==> src/pvfd_pkg.sv <==
// Package for the particle void-fraction deposit block: sizes, codes and shared types.
// Used by pvfd_cell_ram, pvfd_arith and particle_void_fraction_deposit_core.
// No dependencies.
package pvfd_pkg;

  // Mesh size and field widths.
  localparam int NUM_CELLS = 4096;
  localparam int CELL_AW   = $clog2(NUM_CELLS);
  localparam int IDX_W     = 13;
  localparam int RAD_W     = 16;
  localparam int CV_W      = 48;
  localparam int VOL_W     = 54;
  localparam int FRAC_W    = 17;
  localparam int CELL_W    = 16;
  localparam int CFG_W     = 16;
  localparam int DROP_W    = 17;
  localparam int MUL_W     = 32;

  // Sphere factor 4/3*pi in Q3.16.
  localparam logic [MUL_W-1:0] SPHERE_K = 32'd274517;

  // Register reset values.
  localparam logic [CFG_W-1:0] RESET_ALPHA_MIN = 16'd0;
  localparam logic [CFG_W-1:0] RESET_FRACTION  = 16'd32768;
  localparam logic [CFG_W-1:0] RESET_SCALE     = 16'd4096;

  // Sequencer step counts.
  localparam int MUL_STEPS = 10;
  localparam int DIV_STEPS = DROP_W;
  localparam int STEP_W    = 5;

  // Configuration register indexes.
  localparam logic [1:0] CFG_ALPHA_MIN = 2'd0;
  localparam logic [1:0] CFG_INIT_FRAC = 2'd1;
  localparam logic [1:0] CFG_VOL_SCALE = 2'd2;

  typedef enum logic [1:0] {
    OP_DEPOSIT = 2'd0,
    OP_READ    = 2'd1,
    OP_CLEAR   = 2'd2,
    OP_NOP     = 2'd3
  } op_t;

  typedef enum logic [2:0] {
    ST_INIT,
    ST_IDLE,
    ST_CLEAR,
    ST_RD,
    ST_MUL,
    ST_DIV,
    ST_WB,
    ST_FIN
  } state_t;

  // Commands for the shared multiply/divide unit.
  typedef enum logic [3:0] {
    AC_IDLE,
    AC_SQ,
    AC_CUBE,
    AC_SC_LO,
    AC_SC_HI,
    AC_SUM_A,
    AC_K_LO,
    AC_K_HI,
    AC_RND,
    AC_VOL,
    AC_DIV_INIT,
    AC_DIV_STEP
  } arith_cmd_t;

  // Access request to the cell fraction memory.
  typedef struct packed {
    logic               we;
    logic [CELL_AW-1:0] waddr;
    logic [CELL_W-1:0]  wdata;
    logic               re;
    logic [CELL_AW-1:0] raddr;
  } ram_req_t;

endpackage

==> src/pvfd_arith.sv <==
// Shared arithmetic unit: one registered 32x32 multiplier with an accumulator for the
// particle volume, and a restoring divider step for the fraction drop. Depends on pvfd_pkg.
module pvfd_arith (
  input  logic                             clk,
  input  pvfd_pkg::arith_cmd_t             cmd,
  input  logic [pvfd_pkg::RAD_W-1:0]       radius,
  input  logic [pvfd_pkg::CFG_W-1:0]       scale,
  input  logic [pvfd_pkg::CV_W-1:0]        cv,
  output logic [pvfd_pkg::VOL_W-1:0]       vol,
  output logic [pvfd_pkg::DROP_W-1:0]      drop
);

  logic [2*pvfd_pkg::MUL_W-1:0] prod_r;
  logic [pvfd_pkg::CFG_W-1:0]   hi_r;
  logic [2*pvfd_pkg::MUL_W-1:0] acc_r;
  logic [pvfd_pkg::VOL_W-1:0]   vol_r;
  logic                         sat_r;
  logic [pvfd_pkg::CV_W-1:0]    rem_r;
  logic [pvfd_pkg::DROP_W-1:0]  num_r;
  logic [pvfd_pkg::DROP_W-1:0]  quo_r;

  logic [pvfd_pkg::MUL_W-1:0]   mul_a;
  logic [pvfd_pkg::MUL_W-1:0]   mul_b;
  logic                         mul_en;
  logic [2*pvfd_pkg::MUL_W-1:0] mul_res;
  logic [pvfd_pkg::VOL_W+1:0]   vol_sum;
  logic [pvfd_pkg::CV_W:0]      div_t;
  logic [pvfd_pkg::CV_W+1:0]    div_diff;
  logic                         div_ge;

  // Multiplier operand selection per command.
  always_comb begin
    mul_a  = '0;
    mul_b  = '0;
    mul_en = 1'b1;
    case (cmd)
      pvfd_pkg::AC_SQ: begin
        mul_a = {16'd0, radius};
        mul_b = {16'd0, radius};
      end
      pvfd_pkg::AC_CUBE: begin
        mul_a = prod_r[pvfd_pkg::MUL_W-1:0];
        mul_b = {16'd0, radius};
      end
      pvfd_pkg::AC_SC_LO: begin
        mul_a = prod_r[pvfd_pkg::MUL_W-1:0];
        mul_b = {16'd0, scale};
      end
      pvfd_pkg::AC_SC_HI: begin
        mul_a = {16'd0, hi_r};
        mul_b = {16'd0, scale};
      end
      pvfd_pkg::AC_K_LO: begin
        mul_a = acc_r[pvfd_pkg::MUL_W-1:0];
        mul_b = pvfd_pkg::SPHERE_K;
      end
      pvfd_pkg::AC_K_HI: begin
        mul_a = acc_r[2*pvfd_pkg::MUL_W-1:pvfd_pkg::MUL_W];
        mul_b = pvfd_pkg::SPHERE_K;
      end
      default: begin
        mul_en = 1'b0;
      end
    endcase
  end

  assign mul_res = mul_a * mul_b;

  // Volume assembly: high partial product shifted by 4 plus the rounded low part.
  assign vol_sum = {1'b0, prod_r[50:0], 4'd0} + {33'd0, acc_r[22:0]};

  // One restoring division step: bring down the next numerator bit and try a subtract.
  assign div_t    = {rem_r, num_r[pvfd_pkg::DROP_W-1]};
  assign div_diff = {1'b0, div_t} - {2'b00, cv};
  assign div_ge   = ~div_diff[pvfd_pkg::CV_W+1];

  // Multiplier result register.
  always_ff @(posedge clk) begin
    if (mul_en) begin
      prod_r <= mul_res;
    end
  end

  // Accumulator and volume registers.
  always_ff @(posedge clk) begin
    case (cmd)
      pvfd_pkg::AC_SC_LO: begin
        hi_r <= prod_r[47:32];
      end
      pvfd_pkg::AC_SC_HI: begin
        acc_r <= prod_r;
      end
      pvfd_pkg::AC_SUM_A: begin
        acc_r <= acc_r + {prod_r[pvfd_pkg::MUL_W-1:0], 32'd0};
      end
      pvfd_pkg::AC_K_HI: begin
        acc_r <= prod_r;
      end
      pvfd_pkg::AC_RND: begin
        acc_r <= (acc_r + 64'd134217728) >> 28;
      end
      pvfd_pkg::AC_VOL: begin
        if (vol_sum[pvfd_pkg::VOL_W+1:pvfd_pkg::VOL_W] != 2'b00) begin
          vol_r <= '1;
        end else begin
          vol_r <= vol_sum[pvfd_pkg::VOL_W-1:0];
        end
      end
      default: begin
      end
    endcase
  end

  // Divider registers. A volume of at least four cell volumes saturates the drop.
  always_ff @(posedge clk) begin
    case (cmd)
      pvfd_pkg::AC_DIV_INIT: begin
        sat_r <= (vol_r >= {4'd0, cv, 2'b00});
        rem_r <= vol_r[pvfd_pkg::CV_W+1:2];
        num_r <= {vol_r[1:0], 15'd0};
        quo_r <= '0;
      end
      pvfd_pkg::AC_DIV_STEP: begin
        rem_r <= div_ge ? div_diff[pvfd_pkg::CV_W-1:0] : div_t[pvfd_pkg::CV_W-1:0];
        num_r <= {num_r[pvfd_pkg::DROP_W-2:0], 1'b0};
        quo_r <= {quo_r[pvfd_pkg::DROP_W-2:0], div_ge};
      end
      default: begin
      end
    endcase
  end

  assign vol  = vol_r;
  assign drop = sat_r ? '1 : quo_r;

endmodule

==> config.mk <==
export PLATFORM = sky130hd
export DESIGN_NAME = pvfd_arith
export DESIGN_NICKNAME = d
export VERILOG_FILES = /design/src/pvfd_pkg.sv /design/src/pvfd_arith.sv
export SDC_FILE = /design/constraint.sdc
export NUM_CORES = 2
export LEC_CHECK = 0
export ABC_AREA = 0
export BUFFER_PORTS_ARGS = -buffer_cell sky130_fd_sc_hd__buf_4
export CAP_MARGIN = 20
export CORE_MARGIN = 2
export CORE_UTILIZATION = 60
export DETAILED_ROUTE_END_ITERATION = 7
export GPL_TIMING_DRIVEN = 0
export MAX_ROUTING_LAYER = met4
export PLACE_DENSITY = 0.78
export SLEW_MARGIN = 30
export SYNTH_ARGS = -nofsm -noshare
export SYNTH_HDL_FRONTEND = slang
export SYNTH_SLANG_ARGS = --single-unit
==> constraint.sdc <==
create_clock -name clk -period 14.5 [get_ports clk]
set_clock_uncertainty 0.05 [all_clocks]
set_input_delay 0.725 -clock clk [delete_from_list [all_inputs] [get_ports clk]]
set_output_delay 0.725 -clock clk [all_outputs]
set_load 0.01 [all_outputs]
==> flow_metrics.tcl <==
set metrics [dict create \
    yosys-top-cells-area "fa_1 (25%), edfxtp_1 (21%), ha_1 (11%), inv_1 (7.0%), nand2_1 (5.9%)" \
    fill_cells 4944 \
    endpoint_kind "flip-flop" \
    clock-sinks 254 \
    grt_util_met2_pct 59.86 \
    viasPerCell 6.113 \
    combPwrFrac_pct 45.4 \
    use_met1_pct 54.12 \
    fin_ws_ps 3878 \
    yosysTopAreaCellShare_pct 25.28 \
    cp-start-kind "input port" \
    synth-main-ff-cell "edfxtp_1" \
    clock_path_buffers 3 \
    timing.final.max_slew_violations 0 \
    htree_levels 1 \
    yosys-top-cells-count "inv_1 (669), nand2_1 (565), fa_1 (451)" \
    die_x_um 248.0 \
    synthCells 4010 \
    max_cap_viol_count 0 \
    drc 4 \
    initial_core_util_pct 60.63 \
    crit_path_max_incr_delay_ps 680 \
    use_met3_pct 10.36 \
    cts_root_buf "clkbuf_16" \
    power.density_nw_per_um2 86.57 \
    synth_area_per_cell_um2 8.906 \
    worst_r2r_endpoint "prod_r[48]$_DFFE_PP_" \
    clock.fmax_ghz 0.09414 \
    die_y_um 248.0 \
    cts_setup_buffers 0 \
    hold_depth 2 \
    grt_pass1_vias 29939 \
    min_from "num_r[15]$_SDFFCE_PP0P_" \
    swShare_pct 42.86 \
    drt_iter0_drc 3285 \
    vias 30589 \
    gp_congestion 1.059 \
    ys_async_sr_fraction_pct 0 \
    worstPathRequired_ps 14780 \
    synth_edf_count 254 \
    hold_viol 0 \
    period_minus_slack_ps 10620 \
    rows 89 \
    rr_startpoint "prod_r[12]$_DFFE_PP_" \
    ir_worst_vdd_mv 0.09607 \
    tightest_slew_ps 1102 \
    antenna_left 0 \
    cp.buffers_inverters 9 \
    p_sw_mw 1.453 \
    fin_nets 5053 \
    r2r_slack_ps 5200 \
    drive_gt1_share_pct 7.069 \
    first_pass_iters 8 \
    antenna_found_initial 0 \
    cts_tree "built" \
    whs_endpoint "num_r[16]$_DFFE_PP_" \
    cp_max_fo 10 \
    dieArea_um2 61490 \
    crit_family "adder cells" \
    io_pins 156 \
    ys_types 83 \
    r2r_cells 25 \
    cts_resized 0 \
    arrival_ps 10900 \
    power.share.sequential_pct 32.0 \
    insertion_delay_ps 580 \
    clkTransAtPathRegs_ps 60 \
    post-place-ws_ps 3263 \
    core_um2 58910 \
    yosys_warnings 0 \
    worstSetupPathType "input port to flip-flop" \
    port-buffer-count 151 \
    timing.hold.ws_ps 476.6 \
    grt_overflow 0 \
    cts-hold-fix-buffers 0 \
    fin_tns_setup_ps 0 \
    period_share_pct 73.26 \
    hp-class "flip-flop to flip-flop" \
    grt_pass1_wl_mm 180.9 \
    grt_max_degree 42 \
    max_slew_margin_pct 26.21 \
    synthesis.area_um2 35710 \
    wl_mm 120.8 \
    post_dp_cell_area_um2 38140 \
    yosysMostFrequentCell "inv_1" \
    final_area_um2 39160 \
    internal_power_mw 1.937 \
    power.leakage_nw 18.45 \
    cts_buffers 28 \
    seq_area_frac_synth_pct 21.36 \
    grt_use_total_pct 41.09 \
    rsz0062_at_grt "no" \
    wl_per_cell_um 24.14 \
    startpoint "cmd[2]" \
    syn_nets 4853 \
    timing.critical_path.mode_cell "fa_1" \
    ys_ff_latch 254 \
    hpwl_mm 101.7 \
    pwr-share-clk_pct 22.6 \
    cp_slowest_cell "a311oi_2" \
    status "complete, but fails checks" \
    setup_viol 0 \
    area_growth_pct 9.652 \
    synth_top_area_cell "fa_1" \
    violations "design-rule violations" \
    top_usage_layer "met2" \
]
==> area by class of cell <==
cell class	count	area, um^2	area share (%)
multi-input cells	2926	24980	63.78
flip-flops and latches	254	7627	19.48
inverters	669	2511	6.412
repair buffers	170	1434	3.661
well taps	773	967.2	2.470
clock buffers	31	733.2	1.872
plain buffers	161	683.2	1.744
clock inverters	19	227.7	0.5815
diodes	1	2.502	0.006390
==> logic make-up (layout without fill, tap and decap cells) <==
kind of cell / Yosys count / count (layout) / share of synthesized area (%)
multiplexers: 44 / 44 / 1.247
AO/OA/AOI/OAI: 685 / 685 / 12.43
XOR/XNOR: 186 / 186 / 4.561
other: 0 / 1 / 0
flip-flops: 254 / 254 / 21.36
adder cells (fa/ha/maj): 758 / 758 / 36.04
AND/OR/NAND/NOR: 1253 / 1253 / 15.43
buffers and inverters: 830 / 1050 / 8.934
==> stage by stage <==
| stage | power [mW] | cells | util [%] |
|---|---|---|---|
| after floorplan | 2.061 | 4010 | - |
| after global placement | 2.553 | 4934 | 64.19 |
| after detailed placement | 2.582 | 4946 | 64.75 |
| after CTS | 3.344 | 4996 | 66.38 |
| after global routing | 3.554 | 5003 | 66.47 |
| final | 3.390 | 5004 | 66.48 |
==> routing by layer <==
layer  vias up  part of all wire, %
met5         -                    0
met4         0                  5.8
met3       392                   13
met2      1836                   43
met1     14784                   38
li1      13577                    -
==> tightest hold or removal path, delay by kind of cell, from the launching register on <==
family | cells | cell delay [ps]
AND/OR/NAND/NOR | 2 | 100
flip-flops | 1 | 320
==> flip-flops by register name, indices dropped and copies added (netlist names) <==
register,cells
hi_r,16
sat_r,1
prod_r,52
num_r,2
vol,54
rem_r,48
quo_r,17
acc_r,64
==> layout by cell type (no fill, tap or decap), types with 34 or more instances in the layout <==
master    Yosys  routed
nand3_1      84      84
xnor2_1      96      96
inv_1       669     669
nand2b_1     34      34
ha_1        307     307
a21o_1       87      87
edfxtp_1    254     254
mux2i_1      42      42
fa_1        451     451
xor2_1       90      90
nand2_1     565     565
a21oi_1     176     174
buf_4         2     157
nor2_1      336     332
o21ai_0     129     127
o21ai_1      44      46
nand4_1      50      50
clkbuf_1    133     134
==> how the worst max path moves through the flow <==
stage,to,cells past startpoint
after floorplan,prod_r[48]$_DFFE_PP_,32
after global placement,prod_r[51]$_DFFE_PP_,31
after detailed placement,prod_r[51]$_DFFE_PP_,31
after CTS,prod_r[51]$_DFFE_PP_,31
after global routing,prod_r[48]$_DFFE_PP_,31
final,prod_r[48]$_DFFE_PP_,31
==> power groups by stage <==
stage | Combinational [mW] | Clock, mW | Sequential (mW)
global placement | 1.46 | 0 | 1.09
detailed placement | 1.49 | 0 | 1.09
floorplan | 1.05 | 0 | 1.01
finish | 1.54 | 0.767 | 1.09
CTS | 1.51 | 0.764 | 1.07
global route | 1.68 | 0.790 | 1.08
No activity file was read; power rests on OpenSTA's default activity.
